## src/rtl/dmf_pkg.sv

```systemverilog
// ----------------------------------------------------------------------------
// dmf_pkg
// Shared widths, defaults and operation codes of the duplicate message filter.
// ----------------------------------------------------------------------------
package dmf_pkg;

   // Default number of pairs held by the ring
   localparam int DMF_CAPACITY_DEF = 32;

   // Field widths of one request and one response word
   localparam int OP_W    = 2;
   localparam int SEQ_W   = 8;
   localparam int ADDR_W  = 16;
   localparam int KEY_W   = SEQ_W + ADDR_W;
   localparam int COUNT_W = 6;

   // Operation codes; the unused code changes nothing
   typedef enum logic [OP_W-1:0] {
      OP_CHECK_ADD = 2'd0,
      OP_QUERY     = 2'd1,
      OP_EXPIRE    = 2'd2
   } op_type;

endpackage

```

## src/rtl/dmf_ram.sv

```systemverilog
// ----------------------------------------------------------------------------
// dmf_ram
// Generic single-write, single-read RAM with a registered read port.
// ----------------------------------------------------------------------------
module dmf_ram #(
   parameter int WIDTH = 24,
   parameter int DEPTH = 33
) (
   input  logic                     clock,
   input  logic                     wr_en,
   input  logic [$clog2(DEPTH)-1:0] wr_addr,
   input  logic [WIDTH-1:0]         wr_data,
   input  logic                     rd_en,
   input  logic [$clog2(DEPTH)-1:0] rd_addr,
   output logic [WIDTH-1:0]         rd_data
);

   logic [WIDTH-1:0] mem_ff [DEPTH];
   logic [WIDTH-1:0] rd_data_ff;

   // Write and read; read data is registered
   always_ff @(posedge clock) begin
      if (wr_en) begin
         mem_ff[wr_addr] <= wr_data;
      end
      if (rd_en) begin
         rd_data_ff <= mem_ff[rd_addr];
      end
   end

   assign rd_data = rd_data_ff;

endmodule

```

## src/rtl/duplicate_message_filter_core.sv

```systemverilog
// ----------------------------------------------------------------------------
// duplicate_message_filter_core
// FIFO ring of recently seen (sequence number, source address) pairs.
// ----------------------------------------------------------------------------
// One request word is processed at a time. Check-and-add and query scan the
// held pairs from oldest to newest through the single read port of the pair
// RAM, one slot per cycle, and stop at the first match; expire and the unused
// op code skip the scan. The response is loaded when the scan stops, at the
// first match or after the last held pair, and without a scan for an empty
// ring, expire or the unused op code. The worst case is a full ring with no
// match, set by the one-slot-per-cycle scan of the RAM read port. The next
// request is taken on the cycle after the response is loaded. The response
// sits in an output register, so a new request is taken while it waits. A
// stalled response holds back only the loading of the next one. A full ring
// drops its oldest pair on append. No clearing pass runs after reset.
module duplicate_message_filter_core
   import dmf_pkg::*;
#(
   parameter int CAPACITY = DMF_CAPACITY_DEF
) (
   input  logic               clock,
   input  logic               reset,
   input  logic               req_valid,
   output logic               req_stall,
   input  logic [OP_W-1:0]    req_op,
   input  logic [SEQ_W-1:0]   req_seq_number,
   input  logic [ADDR_W-1:0]  req_source_address,
   output logic               rsp_valid,
   input  logic               rsp_stall,
   output logic               rsp_found,
   output logic [COUNT_W-1:0] rsp_entry_count
);

   localparam int Slots = CAPACITY + 1;
   localparam int IdxW  = $clog2(Slots);

   typedef logic [IdxW-1:0] idx_type;

   typedef enum logic [2:0] {
      ST_IDLE   = 3'b001,
      ST_SCAN   = 3'b010,
      ST_FINISH = 3'b100
   } state_type;

   function automatic idx_type ring_next(input idx_type i);
      ring_next = (i == idx_type'(CAPACITY)) ? '0 : i + 1'b1;
   endfunction

   state_type         state_ff, state_in;
   idx_type           oldest_ff, oldest_in;
   idx_type           next_ff, next_in;
   idx_type           count_ff, count_in;
   idx_type           rd_idx_ff, rd_idx_in;
   idx_type           left_ff, left_in;
   logic              pend_ff, pend_in;
   logic              hit_ff, hit_in;
   logic [OP_W-1:0]   op_ff, op_in;
   logic [KEY_W-1:0]  key_ff, key_in;
   logic              rsp_valid_ff, rsp_valid_in;
   logic              rsp_found_ff, rsp_found_in;
   logic [COUNT_W-1:0] rsp_count_ff, rsp_count_in;

   logic              accept;
   logic              finish;
   logic              match;
   logic              rd_en;
   logic              wr_en;
   logic [KEY_W-1:0]  rd_data;

   // Pair storage; reads happen only in scan, the write only in finish,
   // so accesses never overlap
   dmf_ram #(
      .WIDTH (KEY_W),
      .DEPTH (Slots)
   ) u_pair_ram (
      .clock   (clock),
      .wr_en   (wr_en),
      .wr_addr (next_ff),
      .wr_data (key_ff),
      .rd_en   (rd_en),
      .rd_addr (rd_idx_ff),
      .rd_data (rd_data)
   );

   assign req_stall = (state_ff != ST_IDLE);
   assign accept    = req_valid && !req_stall;
   assign rd_en     = (state_ff == ST_SCAN) && (left_ff != '0);
   assign match     = (state_ff == ST_SCAN) && pend_ff && (rd_data == key_ff);
   assign finish    = (state_ff == ST_FINISH) && (!rsp_valid_ff || !rsp_stall);
   assign wr_en     = finish && (op_ff == OP_CHECK_ADD) && !hit_ff;

   // Sequence one word: accept, scan, update and respond
   always_comb begin
      state_in     = state_ff;
      oldest_in    = oldest_ff;
      next_in      = next_ff;
      count_in     = count_ff;
      rd_idx_in    = rd_idx_ff;
      left_in      = left_ff;
      pend_in      = 1'b0;
      hit_in       = hit_ff;
      op_in        = op_ff;
      key_in       = key_ff;
      rsp_found_in = rsp_found_ff;
      rsp_count_in = rsp_count_ff;
      rsp_valid_in = rsp_valid_ff && rsp_stall;

      unique case (state_ff)
         ST_IDLE: begin
            if (accept) begin
               op_in     = req_op;
               key_in    = {req_seq_number, req_source_address};
               hit_in    = 1'b0;
               rd_idx_in = oldest_ff;
               left_in   = count_ff;
               if ((req_op == OP_CHECK_ADD || req_op == OP_QUERY) && count_ff != '0) begin
                  state_in = ST_SCAN;
               end else begin
                  state_in = ST_FINISH;
               end
            end
         end
         ST_SCAN: begin
            // Issue the next slot, compare the one read last cycle
            if (left_ff != '0) begin
               rd_idx_in = ring_next(rd_idx_ff);
               left_in   = left_ff - 1'b1;
               pend_in   = 1'b1;
            end
            if (match) begin
               hit_in = 1'b1;
            end
            if (match || (left_ff == '0 && !pend_ff)) begin
               state_in = ST_FINISH;
            end
         end
         ST_FINISH: begin
            if (finish) begin
               unique case (op_ff)
                  OP_CHECK_ADD: begin
                     if (!hit_ff) begin
                        next_in = ring_next(next_ff);
                        if (count_ff == idx_type'(CAPACITY)) begin
                           oldest_in = ring_next(oldest_ff);
                        end else begin
                           count_in = count_ff + 1'b1;
                        end
                     end
                  end
                  OP_EXPIRE: begin
                     if (count_ff != '0) begin
                        oldest_in = ring_next(oldest_ff);
                        count_in  = count_ff - 1'b1;
                     end
                  end
                  default: begin
                  end
               endcase
               rsp_valid_in = 1'b1;
               rsp_found_in = hit_ff;
               rsp_count_in = COUNT_W'(count_in);
               state_in     = ST_IDLE;
            end
         end
         default: begin
            state_in = ST_IDLE;
         end
      endcase
   end

   // Hold control state, clear on reset
   always_ff @(posedge clock) begin
      if (reset) begin
         state_ff     <= ST_IDLE;
         oldest_ff    <= '0;
         next_ff      <= '0;
         count_ff     <= '0;
         pend_ff      <= 1'b0;
         rsp_valid_ff <= 1'b0;
      end else begin
         state_ff     <= state_in;
         oldest_ff    <= oldest_in;
         next_ff      <= next_in;
         count_ff     <= count_in;
         pend_ff      <= pend_in;
         rsp_valid_ff <= rsp_valid_in;
      end
   end

   // Advance payload registers
   always_ff @(posedge clock) begin
      rd_idx_ff    <= rd_idx_in;
      left_ff      <= left_in;
      hit_ff       <= hit_in;
      op_ff        <= op_in;
      key_ff       <= key_in;
      rsp_found_ff <= rsp_found_in;
      rsp_count_ff <= rsp_count_in;
   end

   assign rsp_valid       = rsp_valid_ff;
   assign rsp_found       = rsp_found_ff;
   assign rsp_entry_count = rsp_count_ff;

endmodule
```

## config.mk

```make
export PLATFORM = sky130hd
export DESIGN_NAME = duplicate_message_filter_core
export DESIGN_NICKNAME = d
export VERILOG_FILES = /design/src/rtl/dmf_pkg.sv /design/src/rtl/dmf_ram.sv /design/src/rtl/duplicate_message_filter_core.sv
export SDC_FILE = /design/constraint.sdc
export NUM_CORES = 1
export LEC_CHECK = 0
export BUFFER_PORTS_ARGS = -buffer_cell sky130_fd_sc_hd__buf_4
export CORE_ASPECT_RATIO = 0.8
export CORE_UTILIZATION = 63
export DETAILED_ROUTE_END_ITERATION = 10
export PLACE_DENSITY = 0.8
export SLEW_MARGIN = 20
export SYNTH_ARGS = -nofsm -noshare
export SYNTH_HDL_FRONTEND = slang
export SYNTH_HIERARCHICAL = 1
export SYNTH_SLANG_ARGS = --single-unit
```

## constraint.sdc

```tcl
create_clock -name clock -period 4.1 [get_ports clock]
set_input_delay 0.82 -clock clock [delete_from_list [all_inputs] [get_ports clock]]
set_output_delay 0.82 -clock clock [all_outputs]
set_load 0.1 [all_outputs]
```

# [Yosys cells after proc, flatten, opt, wreduce, memory -nomap -nowiden]
# Memory sizes are Yosys's and may differ from the RTL's. A register that Yosys moved wholly into a read port is not among the register bits.
# Cells that the tools add are included.
[word_totals] regBits=69 mem_bits_rw=792 in_bits=30 output_inout_bits=9 wordCells=104 n_memories=1
[op_classes] n_addsub=6 n_eq_ne=19 muxes=30 bitwise_logic=2 reduce_logical=33
[memory_table] name="u_pair_ram.mem_ff" depth=33 word_bits=24 rd=1 rd_clocked_by_memory_dff=1 write_ports=1 line_no="dmf_ram.sv:18" rtl="logic [WIDTH-1:0] mem_ff [DEPTH];"
[op_table] op="$mux W6" count=13
[op_table] op="$pmux W6 S2" count=4
[op_table] op="$add A6 B1 Y6 const B" count=4
[op_table] op="$eq A24 B24 Y1" count=1
[op_table] op="$eq A6 B6 Y1 const B" count=4
[op_table] op="$mux W3" count=4
[op_table] op="$reduce_bool A6 Y1" count=2
[op_table] op="$sub A6 B1 Y6 const B" count=2
[op_table] op="$logic_and A1 B1 Y1" count=10
[op_table] op="$ne A2 B2 Y1 const B" count=5
[op_table] op="$pmux W3 S3" count=1
[op_table] op="$reduce_and A3 Y1" count=3
[op_table] op="$mux W1" count=7
[op_table] op="$logic_not A6 Y1" count=1
[op_table] op="$ne A2 B1 Y1 const B" count=3
[op_table] op="$reduce_and A6 Y1" count=1
[op_table] op="$logic_not A1 Y1" count=5
[op_table] op="$logic_not A2 Y1" count=2
[op_table] op="$reduce_and A2 Y1" count=2
[op_table] op="$reduce_and A4 Y1" count=1
[op_table] op="$reduce_bool A2 Y1" count=2
[op_table] op="$eq A3 B1 Y1 const B" count=1
[op_table] op="$eq A3 B2 Y1 const B" count=1
[op_table] op="$eq A3 B3 Y1 const B" count=1
[op_table] op="7 further kinds" count=10

# [Logic depth before layout (Yosys ltp)]
# Gate-level depths: netlist of run 1.
[depth] word_depth=7 depth_mapped=8 mapped_depth_nobuf=7

# [Modules after synthesis]
# Netlist of run 1, hierarchy kept.
[modules_own_cells] module="dmf_ram" instances=1 cells_each=1672 area_per_inst_um2=31740.4 seq_area_each_um2=24503.5
[modules_own_cells] module="duplicate_message_filter_core" instances=1 cells_each=335 area_per_inst_um2=3529.6 seq_area_each_um2=1841.8

# [Least setup slack after synthesis of run 1]
# Ideal clock, no wire load.
[synth_timing] path_type="in2reg" from="input rsp_stall" to="memory u_pair_ram.mem_ff[15][0], enable pin" setup_time_ns=0.405 arrival_ns=2.787 required_ns=3.695 slack_ns=0.909 path_stages=6 path_buffers=1 path_cell_list="nand2_1 -> and3_1 -> clkbuf_1 -> nor2b_1 -> nand2_1 -> nor2_1"
[synth_via] elab_chain_cells=7
[synth_rtl] item="start: declaration" line_no="duplicate_message_filter_core.sv:29" rtl="input logic rsp_stall,"
[synth_rtl] item="$logic_not A1 Y1" line_no="duplicate_message_filter_core.sv:89" rtl="assign finish = (state_ff == ST_FINISH) && (!rsp_valid_ff || !rsp_stall);"
[synth_rtl] item="$logic_or A1 B1 Y1" line_no="duplicate_message_filter_core.sv:89"
[synth_rtl] item="$logic_and A1 B1 Y1" line_no="duplicate_message_filter_core.sv:89"
[synth_rtl] item="$logic_and A1 B1 Y1 (2 in a row)" line_no="duplicate_message_filter_core.sv:90" rtl="assign wr_en = finish && (op_ff == OP_CHECK_ADD) && !hit_ff;"
[synth_rtl] item="named net wr_en" line_no="duplicate_message_filter_core.sv:67" rtl="logic wr_en;"
[synth_rtl] item="$mux W1" line_no="dmf_ram.sv:23" rtl="if (wr_en) begin"
[synth_rtl] item="$mux W1 (not written as such)" line_no="dmf_ram.sv:24" rtl="mem_ff[wr_addr] <= wr_data;"
[synth_rtl] item="end: declaration" line_no="dmf_ram.sv:18"
# The timed path passes the listed nets, and every way through them passes these cells.

==> results.json, run 1 <==
{
  "synth-async-reset-ratio_pct": 0,
  "finalPower_mw": 21.9,
  "cap_violations": 0,
  "cp.required_ns": 4.54,
  "synth-seq-cells": 885,
  "worstReg2RegEnd": "u_pair_ram/rd_data[3]",
  "switching_share_pct": 27.2,
  "multiInputGateArea_um2": 8380,
  "io_pins": 39,
  "routedWlPerCell_um": 29.8,
  "report.final.slew_viol_count": 0,
  "synth_area_um2": 35300,
  "fp.dieH_um": 214,
  "drc_errors": 0,
  "wl_met2_mm": 38.2,
  "placementRows": 77,
  "yosys_warnings": 6,
  "port_buffers": 38,
  "arrival_ns": 3.45,
  "antennaDiodeCount": 0,
  "cp_max_fo": 35,
  "dieArea_um2": 56900,
  "worst_slew_pin_slew_ns": 0.912,
  "layout.cells.non_filler": 2908,
  "worstSetupStartpoint": "rd_idx_ff[2]",
  "final.min_clock_period_ns": 3.01,
  "cp-start-kind": "flip-flop",
  "seq_area_um2": 26300,
  "dp.cells": 2762,
  "utilization_pct": 71.2,
  "vias_per_cell": 6.74,
  "ir_drop_v": 0.000518,
  "yosysSeqAreaShare_pct": 74.7,
  "sequentialPowerShare_pct": 47.6,
  "power_switching_mw": 5.96,
  "drive_gt1_share_pct": 14.4,
  "path_clk_slew_ns": 0.06,
  "setup_ws_ns": 1.09,
  "synth_flop_cell": "edfxtp_1",
  "area_delta_synth_final_pct": 11.6,
  "rsz0062_at_grt": "false",
  "fin_area_um2": 39400,
  "critPathKind": "flip-flop to flip-flop",
  "leakagePower_nw": 13.1,
  "post_cts_buffers": 0,
  "grt_pass1_vias": 18400,
  "nets": 2136,
  "synth_area_per_cell_um2": 17.6,
  "dpl_cell_area_um2": 36800,
  "synth_enable_flop_cells": 862,
  "cts_tree": "built",
  "hold_slack_ns": 0.360,
  "grt_remaining_overflow": 0,
  "drt_iter0_drc": 2859,
  "dieWidth_um": 267,
  "period_share_pct": 73.5,
  "numCtsBuffers": 80,
  "met1_length_mm": 34.3,
  "end_kind": "flip-flop",
  "routed_wl_mm": 86.6,
  "fmax_ghz": 0.332,
  "clk_path_buf_depth": 3,
  "h-tree-depth": 3,
  "slew_headroom_pct": 38.4,
  "firstDrtPassIters": 6,
  "grt_max_degree": 97,
  "finalSetupTns_ns": 0,
  "clk_latency_ns": 0.64,
  "crit-reg2reg-launch": "rd_idx_ff[2]",
  "antenna_found_initial": 0,
  "setup_viol": 0,
  "synth_cell_type_count": 63,
  "intPower_mw": 15.9,
  "fin_skew_ns": 0.0241,
  "grt_pass1_wl_mm": 124,
  "reg2reg_slack_ns": 1.09,
  "cts_root_buf": "clkbuf_16",
  "start_util_pct": 63.8,
  "final_hold_viol_count": 0,
  "synthCells": 2007,
  "clock_power_share_pct": 34.0,
  "synthesis.nets": 2048,
  "hold_class": "input pin to flip-flop",
  "route.met3.wl_mm": 11.6,
  "grt_use_total_pct": 30.8,
  "pre_cts_ws_ns": 1.10,
  "fillers": 3286,
  "status": "finished clean",
  "place_hpwl_mm": 52.2,
  "postRouteAntennaNets": 0,
  "highest_layer": "met4",
  "comb_power_share_pct": 18.5,
  "gp_congestion": 0.947,
  "cts_resized": 0,
  "cts_sinks": 885,
  "p_per_area_nw_per_um2": 556,
  "crit_end": "u_pair_ram/rd_data[3]",
  "core_um2": 55300,
  "reg2reg_depth": 6,
  "ctsHoldBuffers": 0,
  "vias": 19600
}
## critical path, stage by stage (launching register included)
cell and delay (ns):
edfxtp_1 0.56, nor2b_4 0.20, buf_4 0.30, buf_4 0.34
a221oi_1 0.69, o22ai_1 0.32, o41ai_2 0.36
## routing by layer
layer	vias up	global-route usage, %
li1	8208	-
met1	9886	46.2
met2	1346	44.7
met3	157	7.90
met4	0	9.97
met5	-	0
## cell usage after synthesis (3+ instances only)
cell | instances | area, um^2
edfxtp_1 | 862 | 25900
nor2_1 | 63 | 236
o21ai_0 | 22 | 110
and3_1 | 3 | 18.8
a22oi_1 | 96 | 721
xnor2_1 | 13 | 114
a22o_1 | 48 | 420
buf_2 | 5 | 25.0
a41oi_1 | 3 | 26.3
clkbuf_1 | 58 | 218
nor3_1 | 11 | 55.1
mux2i_1 | 388 | 3880
or3b_2 | 4 | 35.0
buf_1 | 11 | 41.3
a31oi_1 | 3 | 18.8
nor2b_1 | 5 | 31.3
buf_12 | 10 | 200
or3_1 | 5 | 31.3
nand2_1 | 63 | 236
xor2_1 | 27 | 236
ha_1 | 11 | 138
nand3b_1 | 5 | 37.5
dfxtp_1 | 23 | 460
o41ai_2 | 24 | 390
buf_4 | 27 | 203
a221oi_1 | 48 | 420
nor4_1 | 7 | 43.8
inv_1 | 16 | 60.1
o22ai_1 | 26 | 163
a21oi_1 | 60 | 300
nand3_1 | 11 | 55.1
nand2b_1 | 4 | 25.0
buf_6 | 5 | 56.3
## layout make-up
cell class	count	area share (%)
Tap cell	750	2.38
Inverter	16	0.153
Sequential cell	885	66.9
Timing Repair Buffer	123	2.70
Clock inverter	37	0.979
Clock buffer	108	5.59
Multi-Input combinational cell	989	21.3
## cell families after synthesis
logic type / count (synthesis) / share of synthesized area (%)
buffers and inverters: 133 / 2.32
DFF: 885 / 74.7
AOI/OAI and AO/OA: 352 / 7.85
and+or+nand+nor: 197 / 2.71
adders and majority gates: 11 / 0.390
xor gates and xnor gates: 40 / 0.993
muxes: 389 / 11.0
## power by group through the flow
stage / logic (mW) / clock network, mW / registers, mW
2_1_floorplan: 2.57 / 0 / 10.7
3_3_place_gp: 3.81 / 0 / 10.6
3_5_place_dp: 3.91 / 0 / 10.6
4_1_cts: 3.95 / 7.50 / 10.4
5_1_grt: 4.18 / 7.85 / 10.4
6_report: 4.04 / 7.44 / 10.4
## cells in the final DEF, fill, tap and decap left out, types with 13 or more instances in the layout
cell type / count
a221oi_1: 48
o22ai_1: 26
a21oi_1: 59
a22o_1: 48
dfxtp_1: 23
xnor2_1: 13
nor2_1: 27
edfxtp_1: 862
clkinv_1: 14
nor2_4: 34
mux2i_1: 388
nand2_1: 63
xor2_1: 27
o41ai_2: 24
a22oi_1: 96
o21ai_0: 22
clkbuf_16: 83
clkbuf_1: 22
buf_4: 111
inv_1: 16
## worst min-delay path by stage
stage | startpoint | end | slack (ns) | cells after the start
5_1_grt | req_seq_number[7] | key_ff[23] | 0.34 | 1
6_report | req_seq_number[0] | key_ff[16] | 0.36 | 1
3_3_place_gp | u_pair_ram/mem_ff[32][13] | u_pair_ram/rd_data[13] | 0.50 | 2
2_1_floorplan | oldest_ff[5] | oldest_ff[5] | 0.47 | 1
4_1_cts | req_seq_number[7] | key_ff[23] | 0.34 | 1
3_5_place_dp | u_pair_ram/mem_ff[32][12] | u_pair_ram/rd_data[12] | 0.50 | 2
## registers in the layout, indices dropped and copies added, names as in the netlist, 2 cells and up
register            count
left_ff                 6
rsp_entry_count         6
oldest_ff               6
key_ff                 24
next_ff                 6
op_ff                   2
u_pair_ram/mem_ff     792
state_ff                3
count_ff                6
u_pair_ram/rd_data     24
rd_idx_ff               6
Power figures use the tool's default switching activity.
==> run 2: changes to the inputs <==
==> constraint.sdc (replaced) <==
create_clock -name clock -period 3.2 [get_ports clock]
set_input_delay 0.64 -clock clock [delete_from_list [all_inputs] [get_ports clock]]
set_output_delay 0.64 -clock clock [all_outputs]
set_load 0.1 [all_outputs]
==> run 2 against run 1 <==
Highest routed layer unchanged. Worst setup slack got worse by 0.66 ns. Cell count increased by 1.6%. Final area increased by 1.3%. Fmax increased by 8.6%. Power increased by 26%. Clock skew increased by 0.0031 ns. Die area unchanged. Sequential power increased by 28%. Clock power increased by 23%. Utilization increased by 0.92 points.
==> results.json, run 2 (synthesis results as in run 1) <==
{
  "crit-reg2reg-launch": "op_ff[1]",
  "dp.cells": 2813,
  "critPathKind": "flip-flop to flip-flop",
  "cp_max_fo": 16,
  "status": "finished clean",
  "antennaDiodeCount": 0,
  "reg2reg_slack_ns": 0.43,
  "report.final.slew_viol_count": 0,
  "h-tree-depth": 3,
  "ctsHoldBuffers": 0,
  "clk_path_buf_depth": 3,
  "io_pins": 39,
  "layout_commonest_cell": "edfxtp_1",
  "crit_path_cell_trace": "nor3_1 -> and3_1 -> nor2b_1 -> nand2_1 -> buf_4 -> nor2_4 -> buf_4",
  "finalSetupTns_ns": 0,
  "place_hpwl_mm": 51.5,
  "routed_wl_mm": 87.4,
  "period_share_pct": 86.6,
  "grt_max_degree": 56,
  "cts_resized": 0,
  "grt_pass1_wl_mm": 127,
  "cts_sinks": 885,
  "area_delta_synth_final_pct": 13.1,
  "worstReg2RegEnd": "u_pair_ram/mem_ff[12][17]",
  "cp-start-kind": "flip-flop",
  "critPathBufInv": 2,
  "worst_slew_pin_slew_ns": 0.822,
  "crit_top_cell": "buf_4",
  "clk_latency_ns": 0.64,
  "gp_congestion": 0.870,
  "postRouteAntennaNets": 0,
  "rsz0062_at_grt": "false",
  "finalPower_mw": 27.6,
  "slowest_delay_ns": 0.43,
  "hold_class": "input pin to flip-flop",
  "fillers": 3328,
  "routedWlPerCell_um": 29.6,
  "grt_use_total_pct": 31.2,
  "core_um2": 55300,
  "placementRows": 77,
  "cp_slowest_cell": "nor3_1",
  "arrival_ns": 3.06,
  "cap_violations": 0,
  "ir_drop_v": 0.000567,
  "cts_root_buf": "clkbuf_16",
  "cp.required_ns": 3.49,
  "dieWidth_um": 267,
  "hold_depth": 1,
  "drive_gt1_share_pct": 16.4,
  "grt_remaining_overflow": 0,
  "hold_start": "req_source_address[5]",
  "vias": 19800,
  "vias_per_cell": 6.70,
  "drt_iter0_drc": 3143,
  "final_cell_mix": "862 x edfxtp_1, 388 x mux2i_1, 141 x buf_4",
  "largest_reg_flops": 792,
  "port_buffers": 38,
  "start_util_pct": 63.8,
  "grt_pass1_vias": 19400,
  "final.min_clock_period_ns": 2.77,
  "fp.dieH_um": 214,
  "setup_viol": 0,
  "fin_skew_ns": 0.0272,
  "firstDrtPassIters": 6,
  "min_to": "key_ff[5]",
  "dieArea_um2": 56900,
  "cts_tree": "built",
  "numCtsBuffers": 80,
  "p_per_area_nw_per_um2": 692,
  "path_clk_slew_ns": 0.06,
  "post_cts_buffers": 0,
  "fmax_ghz": 0.361,
  "layout.cells.non_filler": 2955,
  "cp_top_family": "simple AND/OR/NAND/NOR gates",
  "slew_headroom_pct": 45.2,
  "final_hold_viol_count": 0,
  "antenna_found_initial": 1,
  "end_kind": "flip-flop",
  "leakagePower_nw": 13.3,
  "reg2reg_depth": 7,
  "nets": 2186,
  "largest_register": "u_pair_ram/mem_ff",
  "drc_errors": 0
}
[run 2: cell types whose count changed in the layout (fill, tap and decap cells not counted), sizes merged]
cell    change
buf        +50
bufinv      -4
clkbuf      -3
clkinv      +2
inv         +2
[run 2: worst max-delay path by stage]
stage,startpoint,endpoint,slack (ns),depth (start not counted)
floorplan,rsp_valid,u_pair_ram/mem_ff[15][0],0.02,6
global placement,rsp_stall,u_pair_ram/mem_ff[3][22],0.53,8
detailed placement,rsp_stall,u_pair_ram/mem_ff[12][15],0.46,8
CTS,op_ff[1],u_pair_ram/mem_ff[12][17],0.47,7
global route,op_ff[1],u_pair_ram/mem_ff[12][17],0.26,7
finish,op_ff[1],u_pair_ram/mem_ff[12][17],0.43,7
[run 2: power by group]
part           switching, mW  internal [mW]
combinational           3.23           1.94
clock                   4.07           5.10
sequential             0.125           13.1
[run 2: metal layers]
layer	routed length, um	vias to the layer above	track usage [%]
li1	-	8331	-
met1	34600	9896	45.8
met2	38800	1329	46.2
met3	10800	229	7.89
met4	3100	0	10.4
met5	0	-	0
[run 2: area by class of cell]
class	count	area, um^2	area share (%)
Tap cell	750	938	2.35
Clock buffer	105	2170	5.43
Multi-Input combinational cell	989	8380	21.0
Clock inverter	37	294	0.737
Timing Repair Buffer	173	1700	4.26
Sequential cell	885	26300	66.0
Inverter	16	60.1	0.151
[run 2: stage by stage]
step                      utilization [%]  hold WS, ns  setup slack, ns  area (um^2)
after floorplan                         -        0.473           0.0176        35300
after global placement               67.7        0.494            0.525        37400
after detailed placement             67.7        0.508            0.456        37400
after CTS                            72.1        0.157            0.467        39900
after global routing                 72.1        0.162            0.258        39900
final                                72.1        0.180            0.428        39900
[run 2: worst reg2reg max path, cell delays in order (launching register included)]
cell      delay, ns
edfxtp_1       0.40
nor3_1         0.43
and3_1         0.24
nor2b_1        0.28
nand2_1        0.32
buf_4          0.28
nor2_4         0.14
buf_4          0.33
==> run 3: changes to the inputs <==
==> constraint.sdc (replaced) <==
create_clock -name clock -period 2.8 [get_ports clock]
set_input_delay 0.56 -clock clock [delete_from_list [all_inputs] [get_ports clock]]
set_output_delay 0.56 -clock clock [all_outputs]
set_load 0.1 [all_outputs]
==> run 3 against run 2 <==
Sequential share of layout area is 1.1 points lower. Cell count is 1.0% higher. Sequential power rose by 14%. Global-route usage is 1.3 points higher. Combinational power increased by 16%. First-iteration DRC count fell by 2.7%. Critical path depth down 2. Die area stayed put. Clock power increased by 26%. Power is 19% higher. Highest routed layer is now met5. Non-clock buffer count up 28.
==> results.json, run 3 (synthesis results as in run 1) <==
{
  "cts_tree": "built",
  "cp_max_fo": 3,
  "firstDrtPassIters": 7,
  "ctsHoldBuffers": 0,
  "fp.dieH_um": 214,
  "report.final.slew_viol_count": 0,
  "vias_per_cell": 6.76,
  "io_pins": 39,
  "nets": 2216,
  "start_util_pct": 63.8,
  "final_hold_viol_count": 0,
  "routed_wl_mm": 91.8,
  "numCtsBuffers": 82,
  "cp_slowest_cell": "or4_1",
  "cp.required_ns": 3.30,
  "status": "finished clean",
  "drt_iter0_drc": 3059,
  "grt_max_degree": 43,
  "vias": 20200,
  "ir_drop_v": 0.000572,
  "dieArea_um2": 56900,
  "rsz0062_at_grt": "false",
  "period_share_pct": 95.6,
  "worstSetupStartpoint": "key_ff[9]",
  "cts_resized": 0,
  "postRouteAntennaNets": 0,
  "end_kind": "flip-flop",
  "largest_reg_flops": 792,
  "grt_use_total_pct": 32.5,
  "h-tree-depth": 3,
  "critPathBufInv": 0,
  "port_buffers": 38,
  "antennaDiodeCount": 0,
  "dieWidth_um": 267,
  "worstReg2RegEnd": "state_ff[2]",
  "fillers": 3188,
  "drive_gt1_share_pct": 18.0,
  "utilization_pct": 73.3,
  "leakagePower_nw": 13.7,
  "path_clk_slew_ns": 0.06,
  "grt_pass1_wl_mm": 131,
  "setup_viol": 0,
  "core_um2": 55300,
  "hold_start": "req_source_address[6]",
  "arrival_ns": 3.18,
  "finalSetupTns_ns": 0,
  "min_to": "key_ff[6]",
  "reg2reg_slack_ns": 0.12,
  "clk_latency_ns": 0.64,
  "cp_top_family": "simple AND/OR/NAND/NOR gates",
  "post_cts_buffers": 0,
  "grt_pass1_vias": 19700,
  "worst_slew_pin_slew_ns": 0.831,
  "drc_errors": 0,
  "slew_headroom_pct": 44.6,
  "place_hpwl_mm": 54.6,
  "placementRows": 77,
  "routedWlPerCell_um": 30.7,
  "cts_sinks": 885,
  "cap_violations": 0,
  "grt_remaining_overflow": 0,
  "cts_root_buf": "clkbuf_16",
  "reg2reg_depth": 5,
  "largest_register": "u_pair_ram/mem_ff",
  "fin_skew_ns": 0.0163,
  "cp-start-kind": "flip-flop",
  "hold_class": "input pin to flip-flop",
  "hold_depth": 1,
  "slowest_delay_ns": 0.65,
  "final_cell_mix": "862 x edfxtp_1, 388 x mux2i_1, 157 x buf_4",
  "antenna_found_initial": 2,
  "layout_commonest_cell": "edfxtp_1",
  "crit_path_cell_trace": "xor2_1 -> nor4_1 -> nand3_1 -> or4_1 -> a2111oi_0",
  "critPathKind": "flip-flop to flip-flop",
  "crit-reg2reg-launch": "key_ff[9]",
  "clk_path_buf_depth": 3,
  "area_delta_synth_final_pct": 15.0,
  "fmax_ghz": 0.374,
  "gp_congestion": 0.914,
  "final.min_clock_period_ns": 2.68,
  "p_per_area_nw_per_um2": 810,
  "finalPower_mw": 32.8,
  "hold_slack_ns": 0.0976
}
==> run 3: changes by cell type in the layout (fill, tap and decap cells not counted), sizes merged <==
cell / previous run / this run
inv: 21 / 22
clkinv: 27 / 32
bufinv: 4 / 13
clkinvlp: 1 / 3
buf: 173 / 201
clkbuf: 105 / 91
==> run 3: area by class of cell <==
class                      instances  area [um^2]  share of cell area, %
timing repair buffer             201         2060                   5.08
inverter                          16         60.1                  0.148
sequential                       885        26300                   65.0
multi-input combinational        989         8390                   20.7
clock inverter                    54          632                   1.56
tap                              750          938                   2.31
clock buffer                      91         2130                   5.25
==> run 3: worst max path at each step <==
stage | cells past startpoint | to | slack (ns)
2_1_floorplan | 6 | u_pair_ram/mem_ff[15][0] | -0.38
3_3_place_gp | 5 | state_ff[2] | 0.12
3_5_place_dp | 5 | state_ff[2] | 0.15
4_1_cts | 5 | state_ff[2] | 0.11
5_1_grt | 7 | u_pair_ram/rd_data[19] | 0.1
6_report | 5 | state_ff[2] | 0.12
==> run 3: stage by stage <==
stage	instances	setup slack (ns)	cell area [um^2]
final	2986	0.123	40500
after global routing	2986	0.0998	40500
after CTS	2986	0.114	40500
after detailed placement	2841	0.148	37800
after global placement	2841	0.119	37800
after floorplan	2007	-0.382	35300
==> run 3: per-layer routing <==
layer / wire, um / GRT usage [%] / vias up
met2: 40900 / 48.1 / 1499
li1: - / - / 8408
met3: 11600 / 7.75 / 218
met1: 35600 / 47.4 / 10100
met5: 12 / 0 / -
met4: 3610 / 12.3 / 2
==> run 3: report_power, final <==
group          switching [mW]  leakage, nW  internal (mW)  total, mW
Clock                    4.91         1.35           6.70       11.6
Combinational            3.68         4.37           2.34       6.02
Sequential              0.180         7.96           15.0       15.2
